$ cat config.mk
export PLATFORM = sky130hd
export DESIGN_NAME = dsm_ram
export DESIGN_NICKNAME = d
export VERILOG_FILES = /design/src/hdl/assert_macros.svh /design/src/hdl/dsm_ram.sv
export SDC_FILE = /design/constraint.sdc
export NUM_CORES = 1
export LEC_CHECK = 0
export BUFFER_PORTS_ARGS = -buffer_cell sky130_fd_sc_hd__buf_2
export CORE_AREA = 2 2 288 290
export DETAILED_ROUTE_END_ITERATION = 7
export DIE_AREA = 0 0 290 292
export HOLD_SLACK_MARGIN = 0.03
export PLACE_DENSITY = 0.47
export SYNTH_ARGS = -nofsm -noshare
export SYNTH_HDL_FRONTEND = slang
export SYNTH_SLANG_ARGS = --single-unit
export TNS_END_PERCENT = 20
$ cat constraint.sdc
create_clock -name clk -period 2.1 [get_ports clk]
set_input_delay 0.315 -clock clk [delete_from_list [all_inputs] [get_ports clk]]
set_output_delay 0.315 -clock clk [all_outputs]
set_load 0.005 [all_outputs]
$ cat src/hdl/assert_macros.svh
// Assertion macros shared by the DFA minimizer RTL.
// No dependencies; included by files that carry concurrent checks.
`ifndef ASSERT_MACROS_SVH
`define ASSERT_MACROS_SVH
`ifndef ASSERT_OFF
// Check an implication property on every rising edge outside reset.
`define ASSERT_PROP(lbl, clk, rst_n, prop) \
    lbl: assert property (@(posedge clk) disable iff (!rst_n) prop) \
        else $error("%m: property failed");
// Check that a condition never holds outside reset.
`define ASSERT_NEVER(lbl, clk, rst_n, cond) \
    lbl: assert property (@(posedge clk) disable iff (!rst_n) !(cond)) \
        else $error("%m: forbidden condition seen");
`else
`define ASSERT_PROP(lbl, clk, rst_n, prop)
`define ASSERT_NEVER(lbl, clk, rst_n, cond)
`endif
`endif

$ cat src/hdl/dsm_ram.sv
// Generic synchronous RAM: one write port, two registered read ports.
// No dependencies.
module dsm_ram #(
    parameter int WIDTH = 8,
    parameter int DEPTH = 64
) (
    input  logic                                   clk,
    input  logic                                   wr_en,
    input  logic [(DEPTH > 1 ? $clog2(DEPTH) : 1)-1:0] wr_addr,
    input  logic [WIDTH-1:0]                       wr_data,
    input  logic [(DEPTH > 1 ? $clog2(DEPTH) : 1)-1:0] rd_addr_a,
    output logic [WIDTH-1:0]                       rd_data_a,
    input  logic [(DEPTH > 1 ? $clog2(DEPTH) : 1)-1:0] rd_addr_b,
    output logic [WIDTH-1:0]                       rd_data_b
);
    logic [WIDTH-1:0] mem [DEPTH];

    always_ff @(posedge clk)
    begin
        if (wr_en)
        begin
            mem[wr_addr] <= wr_data;
        end
        rd_data_a <= mem[rd_addr_a];
        rd_data_b <= mem[rd_addr_b];
    end
endmodule

## After elaboration in Yosys (flattened, before gate mapping)

Memory sizes are Yosys's and may differ from the RTL's. A register that Yosys moved wholly into a read port is not among the register bits.
Index checks and enable logic that the tools add are counted.

- Register bits after elaboration: 0
- Bits in writable memories: 512
- Input bits: 28
- Word-level logic and storage cells: 3
- Memories kept: 1

Memory list:

| name | words | bits a word | rd ports | clocked after memory_dff | wr ports | RTL line | source |
|---|---|---|---|---|---|---|---|
| mem | 64 | 8 | 2 | 2 | 1 | dsm_ram.sv:16 | `logic [WIDTH-1:0] mem [DEPTH];` |

- Mux-type cells: 2

Operators with widths:

| operator | number |
|---|---|
| $mux 1 | 2 |

## Longest topological paths before layout

Gate-level depths: netlist (run 1).

- Depth in word-level cells: 2
- Depth in mapped cells: 9

## Least setup slack after synthesis (run 1)

No wires, ideal clock.

- Path kind: input-to-reg
- Start: input port rd_addr_b[0] (netlist name)
- End: register rd_data_b[4], read port of mem
- Arrival time: 2.012 ns
- Required time: 1.987 ns
- Setup slack: -0.025 ns
- Cell stages on the path: 8
- Path through: buf_2 > buf_2 > buf_4 > mux4_2 > a221oi_1 > o21ai_0 > nand3_1 > nand2_1

RTL lines:

| item | RTL line | source |
|---|---|---|
| start, declared | dsm_ram.sv:13 | `input logic [(DEPTH > 1 ? $clog2(DEPTH) : 1)-1:0] rd_addr_b,` |
| end, declared | dsm_ram.sv:14 | `output logic [WIDTH-1:0] rd_data_b` |

==> reports/results.ini, run 1 <==
[synth]
yosysTopAreaCell = edfxtp_1
synthXorXnorAreaFrac_pct = 0
syn_area_per_cell_um2 = 20.05
synth_top_area_share_pct = 63.34
ys_async_sr_fraction_pct = 0
syn_nets = 1239
synth_ff_type = edfxtp_1
synth_fa_ha_area_share_pct = 0
synth_top_family_by_area = multiplexers
synth-simple-area-share_pct = 2.685
yosysUniqueCellTypes = 38
yosysSeqAreaShare_pct = 64.66
netlist_top_cells_area = edfxtp_1 63%, mux4_2 25%, mux2i_1 2.7%
yosysWarnings = 0
synth-compound-area-share_pct = 2.809
syn_inst = 1211
synth_mux_area_share_pct = 27.86
synth-edff-count = 512
synth_area_um2 = 24270
ys_seq_elements = 528

[drt]
antenna_left = 0
finalWirelength_um = 76190
num_vias = 13760
drt-pass1-iter-count = 6
drtIter0Drc = 1225
drc = 0
vias_per_cell = 5.303
wl_per_cell_um = 29.36

[sta]
max_slew_margin_pct = 31.64
fin_crit_ns = 2.050
hold-worst-slack_ns = 0.1283
drv_slew = 0
worst_pin_slew_ns = 1.025
rsz0062_at_grt = false
skew_ns = 0.03531
setup_viol = 0
hold_viol = 0
post-route-period-util_pct = 97.63
timing.fmax_mhz = 487.7

[cts]
htree_levels = 2
root_buffer = clkbuf_16
cts_tree = done
cts_made_buffers = 59
clk_path_buf_depth = 3
holdBufCountCts = 0
path_clk_slew_ns = 0.07
cts_setup_buffers = 0
clock_sinks = 528
clock_latency_ns = 0.64

[pwr]
pwr_density_cell_nw_per_um2 = 823.3
p_leak_nw = 9.759
irDropWorstVdd_mv = 0.6444

[run_status]
status = completed

[finish]
nets = 1504
postLayoutCoreUtil_pct = 36.30
area_growth_pct = 21.99
drive_above_1_share_pct = 43.14
finalNonFillerCells = 2595

[global_route]
grt.total_usage_pct = 18.06
grt_max_degree = 65
grt_overflow_total = 0
grt_pass1_vias = 14690
antenna_found_initial = 0
grt_first_pass_wirelength_um = 109700

[min_path]
hp-class = in2reg

[floorplan]
io_pins = 44
fp.dieW_um = 290
die_area_um2 = 84680
die-height_um = 292
rows = 105
start_util_pct = 29.75
core_area_um2 = 81580

[critical_path]
startpoint_type = register
worstSetupEndpointType = register
crit_type = reg2reg
crit_arrival_ns = 2.54
worst_ep_required_time_ns = 2.59
worstPathMaxFanout = 2

[place]
place.gp.congestion = 0.8430
place_inst = 2485
io_buffer_count = 43
hpwl_um = 53070

[run]
cap_violations = 0

[placed cells by master, fill, tap and decap left out, types with 3 or more instances in the layout]
cell type	n
edfxtp_1	512
o21ai_0	17
nand2b_1	6
a221oi_1	7
nand4_1	3
and2_1	3
nor2b_1	8
a22oi_1	14
dfxtp_1	16
a21oi_1	10
nor2_1	75
a221o_1	5
clkbuf_1	9
bufinv_16	7
clkbuf_16	60
o21ai_1	6
o221ai_1	5
mux4_2	270
buf_2	37
o31a_1	5
nand3_1	20
clkinv_2	9
mux2i_1	66
clkinvlp_4	5
nand2_1	28
o22ai_1	20
buf_4	226
buf_12	30
clkinv_1	13
o211ai_1	3
[cell families after synthesis]
| logic type | after synthesis |
|---|---|
| simple gates | 149 |
| mux | 338 |
| flops | 528 |
| buf+inv | 96 |
| compound gates | 100 |
[registers in the layout, indices dropped and copies added, names as in the netlist]
| signal | cells |
|---|---|
| mem | 512 |
| rd_data_b | 8 |
| rd_data_a | 8 |
[worst max-delay path: stages (launching register included)]
cell and delay, ns:
edfxtp_1 0.41, mux4_2 0.49, mux4_2 0.59, o21ai_1 0.31, o22ai_1 0.13
[synthesized netlist by cell type, drive strengths merged, types with 6 or more instances]
library cell and n:
nand3 20, nor2 75, nand2 28, nor2b 8, nand2b 6, a22oi 14, mux4 270, dfxtp 16
a221oi 7, buf 59, a21oi 10, edfxtp 512, clkbuf 34, o21ai 24, o22ai 20, mux2i 66
[layer usage]
metal / track usage, % / vias to the layer above / part of all wire, %
met3: 2.786 / 85 / 5.1
met1: 25.06 / 7513 / 44
li1: - / 5761 / -
met2: 29.92 / 403 / 49
met4: 4.243 / 0 / 2.0
met5: 0 / - / 0
[final timing paths]
| check | startpoint | cells after the start | endpoint | slack (ns) |
|---|---|---|---|---|
| setup / recovery | mem[52][0] | 4 | rd_data_a[0] | 0.05 |
| hold / removal | rd_addr_a[5] | 3 | rd_data_a[4] | 0.13 |
| setup reg to reg | mem[52][0] | 4 | rd_data_a[0] | 0.05 |
| hold reg to reg | mem[26][2] | 5 | rd_data_b[2] | 0.87 |
[area by class of cell]
type	count	area, µm²
Antenna cell	2	5.005
Clock buffer	69	1535
Clock inverter	39	392.9
Fill cell	7496	51970
Inverter	3	11.26
Multi-Input combinational cell	587	8102
Sequential cell	528	15700
Tap cell	1070	1339
Timing Repair Buffer	297	2532
[power breakdown]
group | switching [W] | leakage, nW | internal [W]
sequential | 0.0000738 | 4.74 | 0.0117
clock | 0.00431 | 0.929 | 0.00607
combinational | 0.00123 | 4.09 | 0.00103
total | 0.00562 | 9.76 | 0.0188
[repair_timing]
action	CTS	global route
resized for setup	1	0
endpoints found under the setup margin	1	0
endpoints found under the hold margin	0	0
[through the flow]
stage / TNS [ns] / power [W] / worst slack, ns / cell area [µm²]
floorplan: 0 / 0.01306 / 0.01598 / 24280
global placement: -4.171 / 0.01424 / -0.4787 / 27680
detailed placement: -4.337 / 0.01425 / -0.4967 / 27680
CTS: 0 / 0.02462 / 0.03067 / 29610
global route: 0 / 0.02515 / 0.005888 / 29610
finish: 0 / 0.02438 / 0.04967 / 29610
Note: power is estimated with default switching activity, not from simulation.
==> run 2, diff against run 1 <==
- PLACE_DENSITY: 0.47 -> 0.49
==> reports/results.ini, run 2 (synthesis gave the netlist of run 1 again) <==
[finish]
largest_reg_flops = 512
layout_commonest_cell = edfxtp_1
regMostFlops = mem
drive_above_1_share_pct = 43.67
final_cell_mix = 512 x edfxtp_1, 270 x mux4_2, 233 x buf_4
largestRegisters = mem (512), rd_data_a (8), rd_data_b (8)
nets = 1508
area_growth_pct = 22.03

[floorplan]
core_area_um2 = 81580
die-height_um = 292
fp.dieW_um = 290
rows = 105
die_area_um2 = 84680
io_pins = 44
start_util_pct = 29.75

[critical_path]
startpoint_type = register
path_common_cell = mux4_2
worstSetupEndpointType = register
worstPathMaxFanout = 2
critPathTopFamily = multiplexers
crit_slowest_cell = mux4_2
critPathMaxStageDelay_ns = 0.49
crit_arrival_ns = 2.53
crit_type = reg2reg
critical_path.cell_chain = mux4_2 > mux4_2 > nor2_2 > a2111oi_0 > a311o_1
worst_ep_required_time_ns = 2.60
cp_num_buf_inv = 0

[sta]
setup_viol = 0
fin_crit_ns = 2.028
skew_ns = 0.01652
setup-tns-final_ns = 0
hold-worst-slack_ns = 0.1313
hold_viol = 0
drv_slew = 0
timing.fmax_mhz = 493.0
worst_pin_slew_ns = 0.8884
max_slew_margin_pct = 40.78
post-route-period-util_pct = 96.58
rsz0062_at_grt = false

[pwr]
p_leak_nw = 9.768
total_power_w = 0.02422
irDropWorstVdd_mv = 0.5525
pwr_density_cell_nw_per_um2 = 817.6

[cts]
root_buffer = clkbuf_16
htree_levels = 2
path_clk_slew_ns = 0.07
cts_tree = done
clock_sinks = 528
clk_path_buf_depth = 3
holdBufCountCts = 0
clock_latency_ns = 0.62
cts_made_buffers = 55

[drt]
finalWirelength_um = 78060
vias_per_cell = 5.384
drc = 0
wl_per_cell_um = 30.06
drt-pass1-iter-count = 6
num_vias = 13980
drtIter0Drc = 1399
antenna_left = 0

[run]
cap_violations = 0

[global_route]
grt_pass1_vias = 14580
antenna_found_initial = 6
grt_max_degree = 65
grt.total_usage_pct = 18.45
grt_overflow_total = 0
grt_first_pass_wirelength_um = 110400

[place]
place.gp.congestion = 0.8467
io_buffer_count = 43
hpwl_um = 54090

[run_status]
status = completed

[min_path]
hp-class = in2reg

==> run 2: cell count changes in the layout (fill, tap and decap cells not counted), moves of 2 or more <==
| cell | change |
|---|---|
| clkinv_1 | -4 |
| buf_4 | +7 |
| clkbuf_8 | +2 |
| clkbuf_16 | -5 |
| clkinvlp_4 | +2 |
| bufinv_16 | +2 |
==> run 2: per-layer routing <==
metal / vias up / GRT usage (%) / wire [µm]
li1: 5775 / - / -
met5: - / 0 / 41
met4: 6 / 6.898 / 2716
met2: 518 / 28.98 / 36490
met1: 7553 / 25.21 / 33300
met3: 130 / 4.004 / 5517
==> run 2: cell type report <==
class	count	area, µm²
diodes	2	5.005
clock buffers	65	1434
multi-input cells	587	8109
well taps	1070	1339
flip-flops and latches	528	15700
clock inverters	37	424.2
inverters	3	11.26
fillers	7495	51960
repair buffers	305	2605
==> run 2: tightest hold or removal path: stages <==
cell	delay, ns
buf_2	0.19
nand4_1	0.10
o211ai_1	0.08
==> run 2: path summary, 6_finish.rpt <==
check | start | to | slack, ns | cells after the start
worst max register to register | mem[2][7] | rd_data_a[7] | 0.07 | 5
worst max-delay path | mem[2][7] | rd_data_a[7] | 0.07 | 5
worst min-delay path | rd_addr_a[5] | rd_data_a[4] | 0.13 | 3
worst min register to register | mem[31][0] | rd_data_b[0] | 0.84 | 5
==> run 2: repair_timing <==
| item | 4_1_cts | 5_1_grt |
|---|---|---|
| endpoints found under the setup margin | 1 | 1 |
| setup buffers | 0 | 0 |
| resized for setup | 2 | 1 |
==> run 2: power by group <==
group | switching, W | internal, W
Clock | 0.00423 | 0.00597
Combinational | 0.00124 | 0.00103
Sequential | 0.0000855 | 0.0117
==> run 2: per-stage QoR <==
stage | utilization (%) | setup WS (ns) | cell area (µm²) | std cells
2_1_floorplan | - | 0.01598 | 24280 | 1211
3_3_place_gp | 34.01 | -0.5112 | 27750 | 2493
3_5_place_dp | 34.01 | -0.4889 | 27750 | 2493
4_1_cts | 36.30 | 0.03327 | 29610 | 2595
5_1_grt | 36.30 | 0.006007 | 29620 | 2595
6_report | 36.31 | 0.07172 | 29620 | 2597
