===== src/hdl/assert_macros.svh =====
// Assertion macros shared by the DFA minimizer RTL.
// No dependencies; included by files that carry concurrent checks.
`ifndef ASSERT_MACROS_SVH
`define ASSERT_MACROS_SVH
`ifndef ASSERT_OFF
// Check an implication property on every rising edge outside reset.
`define ASSERT_PROP(lbl, clk, rst_n, prop) \
    lbl: assert property (@(posedge clk) disable iff (!rst_n) prop) \
        else $error("%m: property failed");
// Check that a condition never holds outside reset.
`define ASSERT_NEVER(lbl, clk, rst_n, cond) \
    lbl: assert property (@(posedge clk) disable iff (!rst_n) !(cond)) \
        else $error("%m: forbidden condition seen");
`else
`define ASSERT_PROP(lbl, clk, rst_n, prop)
`define ASSERT_NEVER(lbl, clk, rst_n, cond)
`endif
`endif


===== src/hdl/dsm_pkg.sv =====
// Shared types and constants of the DFA state minimizer.
// No dependencies; used by the configuration interface, the register bank and the top module.
package dsm_pkg;

    localparam int CFG_IDX_W  = 2;
    localparam int CFG_DATA_W = 7;

    localparam logic [CFG_IDX_W-1:0] REG_NUM_STATES  = 2'd0;
    localparam logic [CFG_IDX_W-1:0] REG_NUM_SYMBOLS = 2'd1;
    localparam logic [CFG_IDX_W-1:0] REG_INIT_STATE  = 2'd2;

    localparam logic [6:0] NUM_STATES_RST  = 7'd1;
    localparam logic [4:0] NUM_SYMBOLS_RST = 5'd2;
    localparam logic [5:0] INIT_STATE_RST  = 6'd0;

    typedef struct packed {
        logic [6:0] num_states;
        logic [4:0] num_symbols;
        logic [5:0] init_state;
    } cfg_t;

endpackage


===== src/hdl/dsm_ifs.sv =====


interface dsm_cfg_if;
    logic                           valid;
    logic                           ready;
    logic [dsm_pkg::CFG_IDX_W-1:0]  index;
    logic [dsm_pkg::CFG_DATA_W-1:0] data;
    modport source (output valid, index, data, input ready);
    modport sink (input valid, index, data, output ready);
endinterface


===== src/hdl/dsm_cfg_regs.sv =====
// Configuration register bank of the DFA state minimizer.
// Depends on dsm_pkg and the dsm_cfg_if interface.
module dsm_cfg_regs (
    input  logic           clk,
    input  logic           rst_n,
    dsm_cfg_if.sink        cfg,
    output dsm_pkg::cfg_t  regs
);
    dsm_pkg::cfg_t regs_reg;
    dsm_pkg::cfg_t regs_next;

    assign cfg.ready = 1'b1;
    assign regs      = regs_reg;

    always_comb
    begin
        regs_next = regs_reg;
        if (cfg.valid)
        begin
            unique case (cfg.index)
                dsm_pkg::REG_NUM_STATES:  regs_next.num_states  = cfg.data;
                dsm_pkg::REG_NUM_SYMBOLS: regs_next.num_symbols = cfg.data[4:0];
                dsm_pkg::REG_INIT_STATE:  regs_next.init_state  = cfg.data[5:0];
                default: ;
            endcase
        end
    end

    always_ff @(posedge clk or negedge rst_n)
    begin
        if (!rst_n)
        begin
            regs_reg.num_states  <= dsm_pkg::NUM_STATES_RST;
            regs_reg.num_symbols <= dsm_pkg::NUM_SYMBOLS_RST;
            regs_reg.init_state  <= dsm_pkg::INIT_STATE_RST;
        end
        else
        begin
            regs_reg <= regs_next;
        end
    end
endmodule


===== src/flat_wrapper.sv =====
// flat-port wrapper written by rule: the top's interface ports become plain ports
module dsm_cfg_regs_flat 
  (clk, rst_n, regs, cfg_valid, cfg_index, cfg_data, cfg_ready);
  dsm_cfg_if cfg_i ();
  input  logic clk;
  input  logic rst_n;
  output dsm_pkg::cfg_t regs;
  input wire logic [$bits(cfg_i.valid)-1:0] cfg_valid;
  input wire logic [$bits(cfg_i.index)-1:0] cfg_index;
  input wire logic [$bits(cfg_i.data)-1:0] cfg_data;
  output wire logic [$bits(cfg_i.ready)-1:0] cfg_ready;
  assign cfg_i.valid = cfg_valid;
  assign cfg_i.index = cfg_index;
  assign cfg_i.data = cfg_data;
  assign cfg_ready = cfg_i.ready;
  dsm_cfg_regs u_core (.clk(clk), .rst_n(rst_n), .cfg(cfg_i), .regs(regs));
endmodule

===== config.mk =====
export PLATFORM = sky130hd
export DESIGN_NAME = dsm_cfg_regs_flat
export DESIGN_NICKNAME = d
export VERILOG_FILES = /design/src/hdl/assert_macros.svh /design/src/hdl/dsm_pkg.sv /design/src/hdl/dsm_ifs.sv /design/src/hdl/dsm_cfg_regs.sv /design/src/flat_wrapper.sv
export SDC_FILE = /design/constraint.sdc
export NUM_CORES = 1
export LEC_CHECK = 0
export BUFFER_PORTS_ARGS = -buffer_cell sky130_fd_sc_hd__buf_4
export CORE_MARGIN = 2
export CORE_UTILIZATION = 47
export CTS_BUF_LIST = sky130_fd_sc_hd__clkbuf_8
export CTS_CLUSTER_DIAMETER = 40
export DETAILED_ROUTE_END_ITERATION = 16
export GPL_TIMING_DRIVEN = 0
export PLACE_DENSITY_LB_ADDON = 0.15
export SETUP_SLACK_MARGIN = 0.02
export SLEW_MARGIN = 10
export SYNTH_ARGS = -nofsm -noshare
export SYNTH_HDL_FRONTEND = slang
export SYNTH_SLANG_ARGS = --single-unit

===== constraint.sdc =====
create_clock -name clk -period 1 [get_ports clk]
set_input_delay 0.15 -clock clk [delete_from_list [all_inputs] [get_ports clk]]
set_output_delay 0.15 -clock clk [all_outputs]
set_load 0.02 [all_outputs]

### Word level (Yosys, flattened, before mapping)

Cells that the tools add are included.

* shifts and indexed selects: 0
* reductions and logical operators: 4
* $add $sub $neg: 0
* div/mod/pow operators: 0
* order comparisons: 0
* bitwise gates (word level): 0
* multiplexer cells: 0
* eq/ne operators: 2
* multipliers: 0

Operators by type and width (number)
* 2-bit AND reduction: 3
* 2-bit by 1-bit equality test with 1-bit output (second input constant): 1
* 2-bit equality test (second input constant): 1
* 2-bit zero test: 1

* latch bits: 0
* flip-flop bits (word level): 18
* input bits: 12
* memory bits (read-only): 0
* memory bits (writable): 0
* output and inout port bits: 19
* word-level logic and storage cells: 9
* memories kept: 0

### Logic depth before layout (Yosys ltp)

Gate-level depths: netlist (run 1).

* depth after elaboration: 2
* mapped depth: 2
* mapped depth without buffers: 2

### Worst setup path before layout (run 1)

OpenSTA, ideal clock, no wires.

* path kind: input to register
* start point: input port cfg_index[0]
* end point: register u_core.regs_reg, in the netlist u_core.regs[12]
* library setup time: 0.125 ns
* data required time: 0.875 ns
* stages: 2
* path buffers: 0
* arrival: 0.822 ns
* path slack: 0.053 ns
* cells stage by stage: nor3b_4 mux2_2

* cells in the longest elaborated chain, start to end: 2

RTL lines
* start, declared: RTL line flat_wrapper.sv:9 `input wire logic [$bits(cfg_i.index)-1:0] cfg_index;`
* 2-bit zero test: RTL line dsm_cfg_regs.sv:20 `unique case (cfg.index)`
* 2-bit AND reduction (no line)
* end signal, assigned: RTL line dsm_cfg_regs.sv:39 `regs_reg <= regs_next;`
* end, declared: RTL line dsm_cfg_regs.sv:9 `dsm_pkg::cfg_t regs_reg;`

No other way between the ends.
A chain may end at the register's enable or synchronous reset.

### Worst setup path after layout (run 1)

* start point: register u_core.regs_reg, in the netlist u_core.regs[7]
* end point: output port regs[7] (netlist bit)

RTL lines
* end, declared: RTL line flat_wrapper.sv:7 `output dsm_pkg::cfg_t regs;`

No word-level cell between the ends.

==> results of run 1 <==
==> cells in the final DEF (no fill, tap or decap) <==
cell type / netlist / layout
nor3b_4: 1 / 1
inv_1: 0 / 1
buf_4: 1 / 27
dlygate4sd3_1: 0 / 1
buf_6: 0 / 3
dfrtp_1: 16 / 16
conb_1: 1 / 1
dfstp_2: 2 / 2
clkbuf_8: 0 / 3
mux2_2: 18 / 18
nand3b_1: 2 / 2
==> logic make-up (layout without fill, tap and decap cells) <==
kind of cell / after synthesis / count (layout) / synth area share
mux: 18 / 18 / 0.289
simple gates: 3 / 3 / 0.0482
flops: 18 / 18 / 0.646
other cells: 1 / 1 / 0.00535
buf+inv: 1 / 35 / 0.0107
==> synthesized netlist by cell type <==
master / number / share of area
mux2_2: 18 / 0.29
dfrtp_1: 16 / 0.57
dfstp_2: 2 / 0.075
nand3b_1: 2 / 0.021
buf_4: 1 / 0.011
conb_1: 1 / 0.0054
nor3b_4: 1 / 0.027
==> path summary, 6_finish.rpt <==
kind | slack (ns) | from | endpoint
setup / recovery | -0.05 | u_core.regs[7]$_DFFE_PN1P_ | regs[7]
min in group asynchronous | 0.31 | rst_n | u_core.regs[4]$_DFFE_PN0P_
setup reg to reg | 0.22 | u_core.regs[8]$_DFFE_PN0P_ | u_core.regs[8]$_DFFE_PN0P_
hold / removal | 0.14 | cfg_data[6] | u_core.regs[17]$_DFFE_PN0P_
hold reg to reg | 0.50 | u_core.regs[16]$_DFFE_PN0P_ | u_core.regs[16]$_DFFE_PN0P_
max in group asynchronous | 0.43 | rst_n | u_core.regs[11]$_DFFE_PN1P_
==> per-layer routing <==
layer  part of all wire  wire (um)
met3              0.080        108
met4                  0          0
met1               0.41        550
met2               0.51        686
met5                  0          0
==> repair_timing <==
action,CTS,global route
resized for setup,2,1
endpoints found under the setup margin,2,3
endpoints found under the hold margin,18,0
hold buffers,1,0
==> per-stage QoR <==
stage | TNS (ns) | worst slack [ns]
after floorplan | 0 | 0.0533
after global placement | -2.04 | -0.193
after detailed placement | -2.16 | -0.204
after CTS | -0.112 | -0.0630
after global routing | -0.166 | -0.0865
final | -0.0920 | -0.0536
==> power by group through the flow <==
stage | logic [mW] | clock network (mW) | registers (mW)
final | 0.639 | 0.490 | 0.951
after floorplan | 0.146 | 0 | 1.13
after detailed placement | 0.628 | 0 | 0.962
after global routing | 0.675 | 0.563 | 0.972
after CTS | 0.640 | 0.513 | 0.952
after global placement | 0.614 | 0 | 0.954
==> final cells by class <==
type                            count  share of cell area
Sequential cell                    18               0.451
Multi-Input combinational cell     22               0.239
Timing Repair Buffer               30               0.238
Clock buffer                        3              0.0411
Tap cell                           15              0.0187
Buffer                              1             0.00748
Clock inverter                      1             0.00374
==> results by group, run 1 <==
Cells and area
  • Final std cells w/o fill: 90
  • Reg area: 453 um2
  • Layout area overhead: 43.2%
  • Max reg flops: 18
  • Area of the multi-input gates: between 200 and 250 um2
  • Post-layout nets: between 80 and 90
  • Final instance area: 1000 um2
  • Share of layout cells above drive strength 1: 0.720
  • Post-layout util: 0.743
  • Ant. Diodes: 0
  • FILL cells: 96

Critical path
  • Cell Chain, Critical Path: buf_6
  • Cell count of the worst reg-to-reg path: 1
  • Max FO, Critical Path: 2
  • WP data required: between 0.8 and 0.9 ns
  • Crit Path Category: flip-flop to output pin
  • Critical-path top delay cell: dfstp_2
  • Crit path DAT: 0.90 ns
  • Cell family with most CP delay: flip-flops
  • Buf/Inv on CP: 1
  • Critical Path Stages: 1
  • Critical path's largest stage delay: between 0.5 and 0.6 ns
  • Setup crit start kind: flip-flop
  • Setup crit end kind: output pin

Logic synthesis
  • Syn_nets: between 50 and 60
  • Cells after synthesis: 41
  • Mean Syn Cell Area: around 17 um2
  • Distinct cells, synth: 7
  • Yosys warns: 0
  • Synth Cell Area: 701 um2
  • Sequential share of the synthesized area: 0.646
  • FF+latch count, synth: 18

Status
  • Outcome: finished with violations
  • Failing checks: setup timing

Power
  • Clock Power Share: 0.236
  • Overall Power: about 2.1 mW
  • Sequential Power Share: 0.457
  • Static Leakage: around 0.48 nW
  • VDD IR max: about 1.4 mV
  • Net Sw Power: between 0.6 and 0.7 mW
  • Sw frac: 0.289
  • Internal power: between 1 and 1.5 mW
  • PD cells: between 2000 and 2500 nW/um2
  • Comb power frac: 0.307

Place
  • Placed Area: 937 um2
  • HPWL Detailed: roughly 1000 um
  • Cell count after placement: 85
  • Number of buffers added on ports: 29
  • Gp weighted congestion: a little under 0.7

Hold path
  • Hold depth: 2
  • Worst min-delay path category: primary input to flip-flop

STA
  • Count of pins over their slew limit: 0
  • Fin Clk Skew: 0 ns
  • RSZ-0062 raised after global routing: yes
  • Final min period: roughly 1.1 ns
  • Fmax achieved: roughly 0.95 GHz
  • Final Worst Setup Slack: -0.0536 ns
  • Crit share post-route: 1.05
  • Final Hold Fails: 0
  • Hold_ws: 0.141 ns
  • Final setup vio count: 2

GRT
  • Antenna violations before repair: 0
  • Routing usage on met3: 0.0560
  • Met1 usage: 0.217
  • Most Crowded Layer GR: met2
  • M2 GR Usage: 0.305
  • Global Route Usage Sum: 0.180
  • GRT Residual Overflow: 0
  • Vias in the first global route: just over 500
  • Global-route wire length before repair: roughly 2400 um
  • Largest net degree at the start of global routing: 19

Routing
  • WL final: approximately 1300 um
  • Pre-antenna DRT Iters: 4
  • Wire length per cell: roughly 15 um
  • DRT iter0 DRCs: 8
  • Antenna Nets Post-Route: 0
  • Total number of vias: between 400 and 500
  • Via density: 5.22
  • DRC: 0

CTS
  • CTS buffer count: 3
  • Clock Tree Root: clkbuf_8
  • CTS max path bufs: 2
  • CTS tree: yes
  • Clk sinks: 18
  • Worst-Skew Late Latency: ~0.25 ns
  • H-tree depth: 1
  • Post-CTS Setup Inserts: 0
  • Clock-pin slew on the worst setup and hold paths: 0.06 ns

Floorplanning
  • Die W: ~43 um
  • IO Pins: 31
  • Core Rows: 13
  • CORE AREA: approximately 1400 um2
  • Die H: about 43 um
  • Starting Density: 0.519
  • Die ar.: between 1500 and 2000 um2

Flow run
  • Max cap viols: 0
Power figures use the tool's default switching activity.
==> run 2, diff against run 1 <==
--- a/config.mk
+++ b/config.mk
@@ -7,7 +7,7 @@
 export LEC_CHECK = 0
 export BUFFER_PORTS_ARGS = -buffer_cell sky130_fd_sc_hd__buf_4
 export CORE_MARGIN = 2
-export CORE_UTILIZATION = 47
+export CORE_UTILIZATION = 42
 export CTS_BUF_LIST = sky130_fd_sc_hd__clkbuf_8
 export CTS_CLUSTER_DIAMETER = 40
 export DETAILED_ROUTE_END_ITERATION = 16
==> constraint.sdc (replaced) <==
create_clock -name clk -period 0.85 [get_ports clk]
set_input_delay 0.1275 -clock clk [delete_from_list [all_inputs] [get_ports clk]]
set_output_delay 0.1275 -clock clk [all_outputs]
set_load 0.02 [all_outputs]
==> run 2 against run 1 <==
  * The run still ends with setup timing left
  * Via count increased by 3.4%
  * Register-to-register slack got worse by 0.16 ns
  * Cell count grew 5.6%
  * Critical path depth unchanged
  * Highest routed layer is now met4
==> results by group, run 2 (same netlist as run 1, synthesis figures left out) <==
Status
  • Outcome: finished with violations
  • Failing checks: setup timing

CTS
  • H-tree depth: 1
  • CTS max path bufs: 2
  • Clk sinks: 18
  • Clock Tree Root: clkbuf_8
  • CTS tree: yes
  • CTS buffer count: 3
  • Worst-Skew Late Latency: approximately 0.25 ns
  • Clock-pin slew on the worst setup and hold paths: about 0.06 ns

STA
  • Final Worst Setup Slack: -0.168 ns
  • Setup tns final: -1.11 ns
  • RSZ-0062 raised after global routing: yes
  • Final min period: a little over 1 ns
  • Fin Clk Skew: 0 ns
  • Hold_ws: ~0.11 ns
  • Fmax achieved: around 1 GHz
  • Crit share post-route: 1.20
  • Final Hold Fails: 0
  • Final setup vio count: 18
  • Count of pins over their slew limit: 0

Critical path
  • Critical path's largest stage delay: between 0.5 and 0.6 ns
  • Reg2reg setup slack: about 0.06 ns
  • Reg-to-Reg Start: u_core.regs[10]$_DFFE_PN0P_
  • Crit path DAT: around 0.89 ns
  • Setup crit end kind: output pin
  • Cell Chain, Critical Path: buf_6
  • Max FO, Critical Path: 2
  • Cell count of the worst reg-to-reg path: 1
  • Setup crit start kind: flip-flop
  • R2R Path End: u_core.regs[10]$_DFFE_PN0P_
  • Crit Path Category: flip-flop to output pin
  • WP data required: roughly 0.7 ns
  • Crit path from: u_core.regs[11]$_DFFE_PN1P_
  • Cell family with most CP delay: flip-flops
  • Critical-path top delay cell: dfstp_2
  • Buf/Inv on CP: 1

Cells and area
  • Share of layout cells above drive strength 1: 0.747
  • FILL cells: ~110
  • Ant. Diodes: 0
  • Reg area: 453 um2
  • Commonest non-fill, non-tap cell in the layout: buf_6
  • Post-layout nets: 92
  • Layout area overhead: 59.8%
  • Final std cells w/o fill: 95
  • Max reg flops: 18
  • Area of the multi-input gates: around 250 um2
  • Commonest cells after routing, fill and taps aside: buf_6, dfrtp_1, mux2_2

Flow run
  • Max cap viols: 0

Power
  • Sw frac: 0.273
  • Clock Power Share: 0.248
  • VDD IR max: ~1.6 mV
  • PD cells: around 2400 nW/um2
  • Overall Power: 2.67 mW
  • Net Sw Power: ~0.73 mW
  • Sequential Power Share: 0.429
  • Internal power: around 1.9 mW
  • Static Leakage: 0.528 nW
  • Comb power frac: 0.323

Routing
  • Total number of vias: between 400 and 500
  • Wire length per cell: ~14 um
  • Via density: around 5
  • WL final: approximately 1400 um
  • DRC: 0
  • Antenna Nets Post-Route: 0
  • DRT iter0 DRCs: 1
  • Pre-antenna DRT Iters: 3

GRT
  • Largest net degree at the start of global routing: 19
  • Antenna violations before repair: 0
  • GRT Residual Overflow: 0
  • Global-route wire length before repair: 2280 um
  • Vias in the first global route: ~480
  • Global Route Usage Sum: 0.166

Floorplanning
  • CORE AREA: ~1500 um2
  • Starting Density: 0.455
  • Core Rows: 14
  • IO Pins: 31
  • Die ar.: around 2000 um2
  • Die H: between 40 and 50 um
  • Die W: between 40 and 50 um

Place
  • Cell count after placement: 86
  • Pre-CTS setup slack: -0.330 ns
  • Number of buffers added on ports: 29
  • Gp weighted congestion: ~0.67

Hold path
  • Hold EP: u_core.regs[17]$_DFFE_PN0P_
  • Worst min-delay path category: primary input to flip-flop
  • Hold depth: 2
  • HP Start: cfg_data[6]
## run 2: changes by cell type in the layout (fill, tap and decap cells not counted)
cell | before | now
inv_1 | 1 | 0
clkbuf_8 | 3 | 4
mux2_2 | 18 | 15
mux2_4 | 0 | 3
buf_6 | 3 | 20
buf_4 | 27 | 14
## run 2: routing by layer
metal	wire, um	vias to the layer above	global-route usage
li1	-	221	-
met1	585	241	0.206
met2	657	22	0.270
met3	107	2	0.0640
met4	9	0	0.0529
met5	0	-	0
## run 2: how the worst max path moves through the flow
stage                                   to  cells past startpoint  slack (ns)
2_1_floorplan  u_core.regs[12]$_DFFE_PN0P_                      2       -0.07
3_3_place_gp   u_core.regs[14]$_DFFE_PN0P_                      3       -0.33
3_5_place_dp   u_core.regs[14]$_DFFE_PN0P_                      3       -0.33
4_1_cts                           regs[11]                      1       -0.18
5_1_grt                           regs[11]                      1       -0.21
6_report                          regs[11]                      1       -0.17
## run 2: layout make-up
cell class / count / share of cell area
flip-flops and latches: 18 / 0.404
repair buffers: 34 / 0.297
multi-input cells: 22 / 0.225
clock buffers: 4 / 0.0492
well taps: 16 / 0.0179
plain buffers: 1 / 0.00670
## run 2: power groups by stage
stage / Clock [mW] / Sequential, mW / Combinational (mW)
final: 0.662 / 1.15 / 0.863
after global routing: 0.733 / 1.16 / 0.915
after CTS: 0.691 / 1.15 / 0.844
after detailed placement: 0 / 1.13 / 0.731
after global placement: 0 / 1.13 / 0.721
after floorplan: 0 / 1.33 / 0.172
## run 2: stage by stage
stage | util | cell area (um2)
finish | 0.726 | 1120
global route | 0.726 | 1120
CTS | 0.709 | 1090
detailed placement | 0.609 | 938
global placement | 0.609 | 938
floorplan | - | 701
## run 2: what timing repair did
item / in CTS / in global routing
setup endpoints to repair: 31 / 21
resized for setup: 18 / 5
setup buffers: 3 / 1
endpoints found under the hold margin: 18 / 0
hold buffers: 1 / 0
pin swaps: 1 / 1
==> run 3, diff against run 2 <==
--- a/config.mk
+++ b/config.mk
@@ -12,7 +12,7 @@
 export CTS_CLUSTER_DIAMETER = 40
 export DETAILED_ROUTE_END_ITERATION = 16
 export GPL_TIMING_DRIVEN = 0
-export PLACE_DENSITY_LB_ADDON = 0.15
+export PLACE_DENSITY = 0.81
 export SETUP_SLACK_MARGIN = 0.02
 export SLEW_MARGIN = 10
 export SYNTH_ARGS = -nofsm -noshare
==> run 3 against run 2 <==
  * The flow still finishes with violations (setup timing)
  * Clock power up 2%
  * Sequential power about the same
  * First-iteration DRC count down 100%
  * Routed wire length up 10%
  * Cell count up 1.1%
  * Setup slack worse by 0.0025 ns
  * Design area up 3.5%
  * Critical path type unchanged
==> results by group, run 3 (same netlist as run 1, synthesis figures left out) <==
Status
  • Outcome: finished with violations
  • Failing checks: setup timing

Critical path
  • Crit path DAT: 0.89 ns
  • Cell Chain, Critical Path: buf_6
  • Crit Path Category: flip-flop to output pin
  • WP data required: around 0.72 ns
  • Critical path's largest stage delay: roughly 0.54 ns
  • Setup crit end kind: output pin
  • Setup crit start kind: flip-flop
  • Cell family with most CP delay: flip-flops
  • Max FO, Critical Path: 2
  • Critical-path top delay cell: dfstp_2
  • Buf/Inv on CP: 1

STA
  • Final setup vio count: 21
  • Count of pins over their slew limit: 0
  • Final min period: 1.02 ns
  • Final Hold Fails: 0
  • Setup tns final: -1.27 ns
  • Crit share post-route: 1.20
  • RSZ-0062 raised after global routing: yes
  • Final Worst Setup Slack: -0.171 ns
  • Fin Clk Skew: 0 ns
  • Fmax achieved: approximately 1 GHz

Floorplanning
  • Die ar.: 2010 um2
  • Core Rows: 14
  • CORE AREA: 1540 um2
  • Die W: 44.8 um
  • Die H: about 45 um
  • Starting Density: 0.455
  • IO Pins: 31

Cells and area
  • FILL cells: 95
  • Share of layout cells above drive strength 1: 0.750
  • Post-layout nets: slightly above 90
  • Layout area overhead: 65.4%
  • Commonest cells after routing, fill and taps aside: buf_6, dfrtp_1, buf_4
  • Commonest non-fill, non-tap cell in the layout: buf_6
  • Max reg flops: 18
  • Ant. Diodes: 0
  • Post-layout util: 0.752
  • Reg area: 453 um2
  • Area of the multi-input gates: ~270 um2
  • Final std cells w/o fill: 96

CTS
  • H-tree depth: 1
  • CTS tree: yes
  • Worst-Skew Late Latency: roughly 0.24 ns
  • Clk sinks: 18
  • Clock Tree Root: clkbuf_8
  • CTS buffer count: 3
  • Clock-pin slew on the worst setup and hold paths: about 0.060 ns
  • CTS max path bufs: 2

Flow run
  • Max cap viols: 0

Power
  • VDD IR max: ~1.5 mV
  • Static Leakage: 0.554 nW
  • PD cells: about 2400 nW/um2

Routing
  • Pre-antenna DRT Iters: 1
  • Antenna Nets Post-Route: 0
  • Via density: 4.98
  • WL final: 1500 um
  • Wire length per cell: between 15 and 20 um
  • Total number of vias: approximately 480
  • DRT iter0 DRCs: 0
  • DRC: 0

Place
  • HPWL Detailed: between 900 and 1000 um
  • Cell count after placement: between 80 and 90
  • Gp weighted congestion: between 0.6 and 0.7
  • Number of buffers added on ports: 29

Hold path
  • Worst min-delay path category: primary input to flip-flop

GRT
  • Global Route Usage Sum: 0.163
  • Antenna violations before repair: 0
  • GRT Residual Overflow: 0
  • Vias in the first global route: approximately 500
  • Global-route wire length before repair: approximately 2300 um
  • Largest net degree at the start of global routing: 19
run 3: repair_timing:
action | in CTS | in global routing
resized for setup | 19 | 9
hold endpoints to repair | 18 | 0
setup buffers | 4 | 1
endpoints found under the setup margin | 25 | 28
pin swaps | 1 | 1
cloned | 0 | 0
hold buffers | 1 | 0
run 3: final cells by class:
type / count / share of cell area
Sequential cell: 18 / 0.391
Buffer: 1 / 0.00648
Clock buffer: 4 / 0.0475
Multi-Input combinational cell: 22 / 0.230
Tap cell: 16 / 0.0173
Timing Repair Buffer: 35 / 0.308
run 3: per-stage QoR:
stage / cell area [um2] / hold WS (ns) / worst slack, ns / power, mW
after global routing: 1160 / 0.102 / -0.206 / 2.91
final: 1160 / 0.115 / -0.171 / 2.77
after floorplan: 701 / -0.168 / -0.0742 / 1.50
after global placement: 938 / 0.00404 / -0.340 / 1.84
after detailed placement: 938 / 0.00828 / -0.339 / 1.86
after CTS: 1120 / 0.103 / -0.182 / 2.74
run 3: path summary, 6_finish.rpt:
kind                                            start                           to  slack (ns)  cells after the start
setup reg to reg           u_core.regs[4]$_DFFE_PN0P_   u_core.regs[4]$_DFFE_PN0P_       -0.04                      2
setup / recovery           u_core.regs[7]$_DFFE_PN1P_                      regs[7]       -0.17                      1
max in group asynchronous                       rst_n  u_core.regs[11]$_DFFE_PN1P_        0.30                      2
hold / removal                            cfg_data[6]  u_core.regs[17]$_DFFE_PN0P_        0.12                      2
min in group asynchronous                       rst_n   u_core.regs[3]$_DFFE_PN0P_        0.29                      2
hold reg to reg            u_core.regs[6]$_DFFE_PN0P_   u_core.regs[6]$_DFFE_PN0P_        0.53                      1
run 3: metal layers:
layer	vias to the layer above	GRT usage	wire, um
met1	241	0.218	680
met3	0	0.0320	103
li1	218	-	-
met4	0	0.0706	0
met5	-	0	0
met2	19	0.261	718
run 3: power breakdown:
part	leakage, nW	internal, mW	total [mW]	switching [mW]
sequential	0.210	1.03	1.15	0.118
clock	0.0288	0.410	0.675	0.265
combinational	0.315	0.562	0.946	0.384
total	0.554	2.01	2.77	0.767
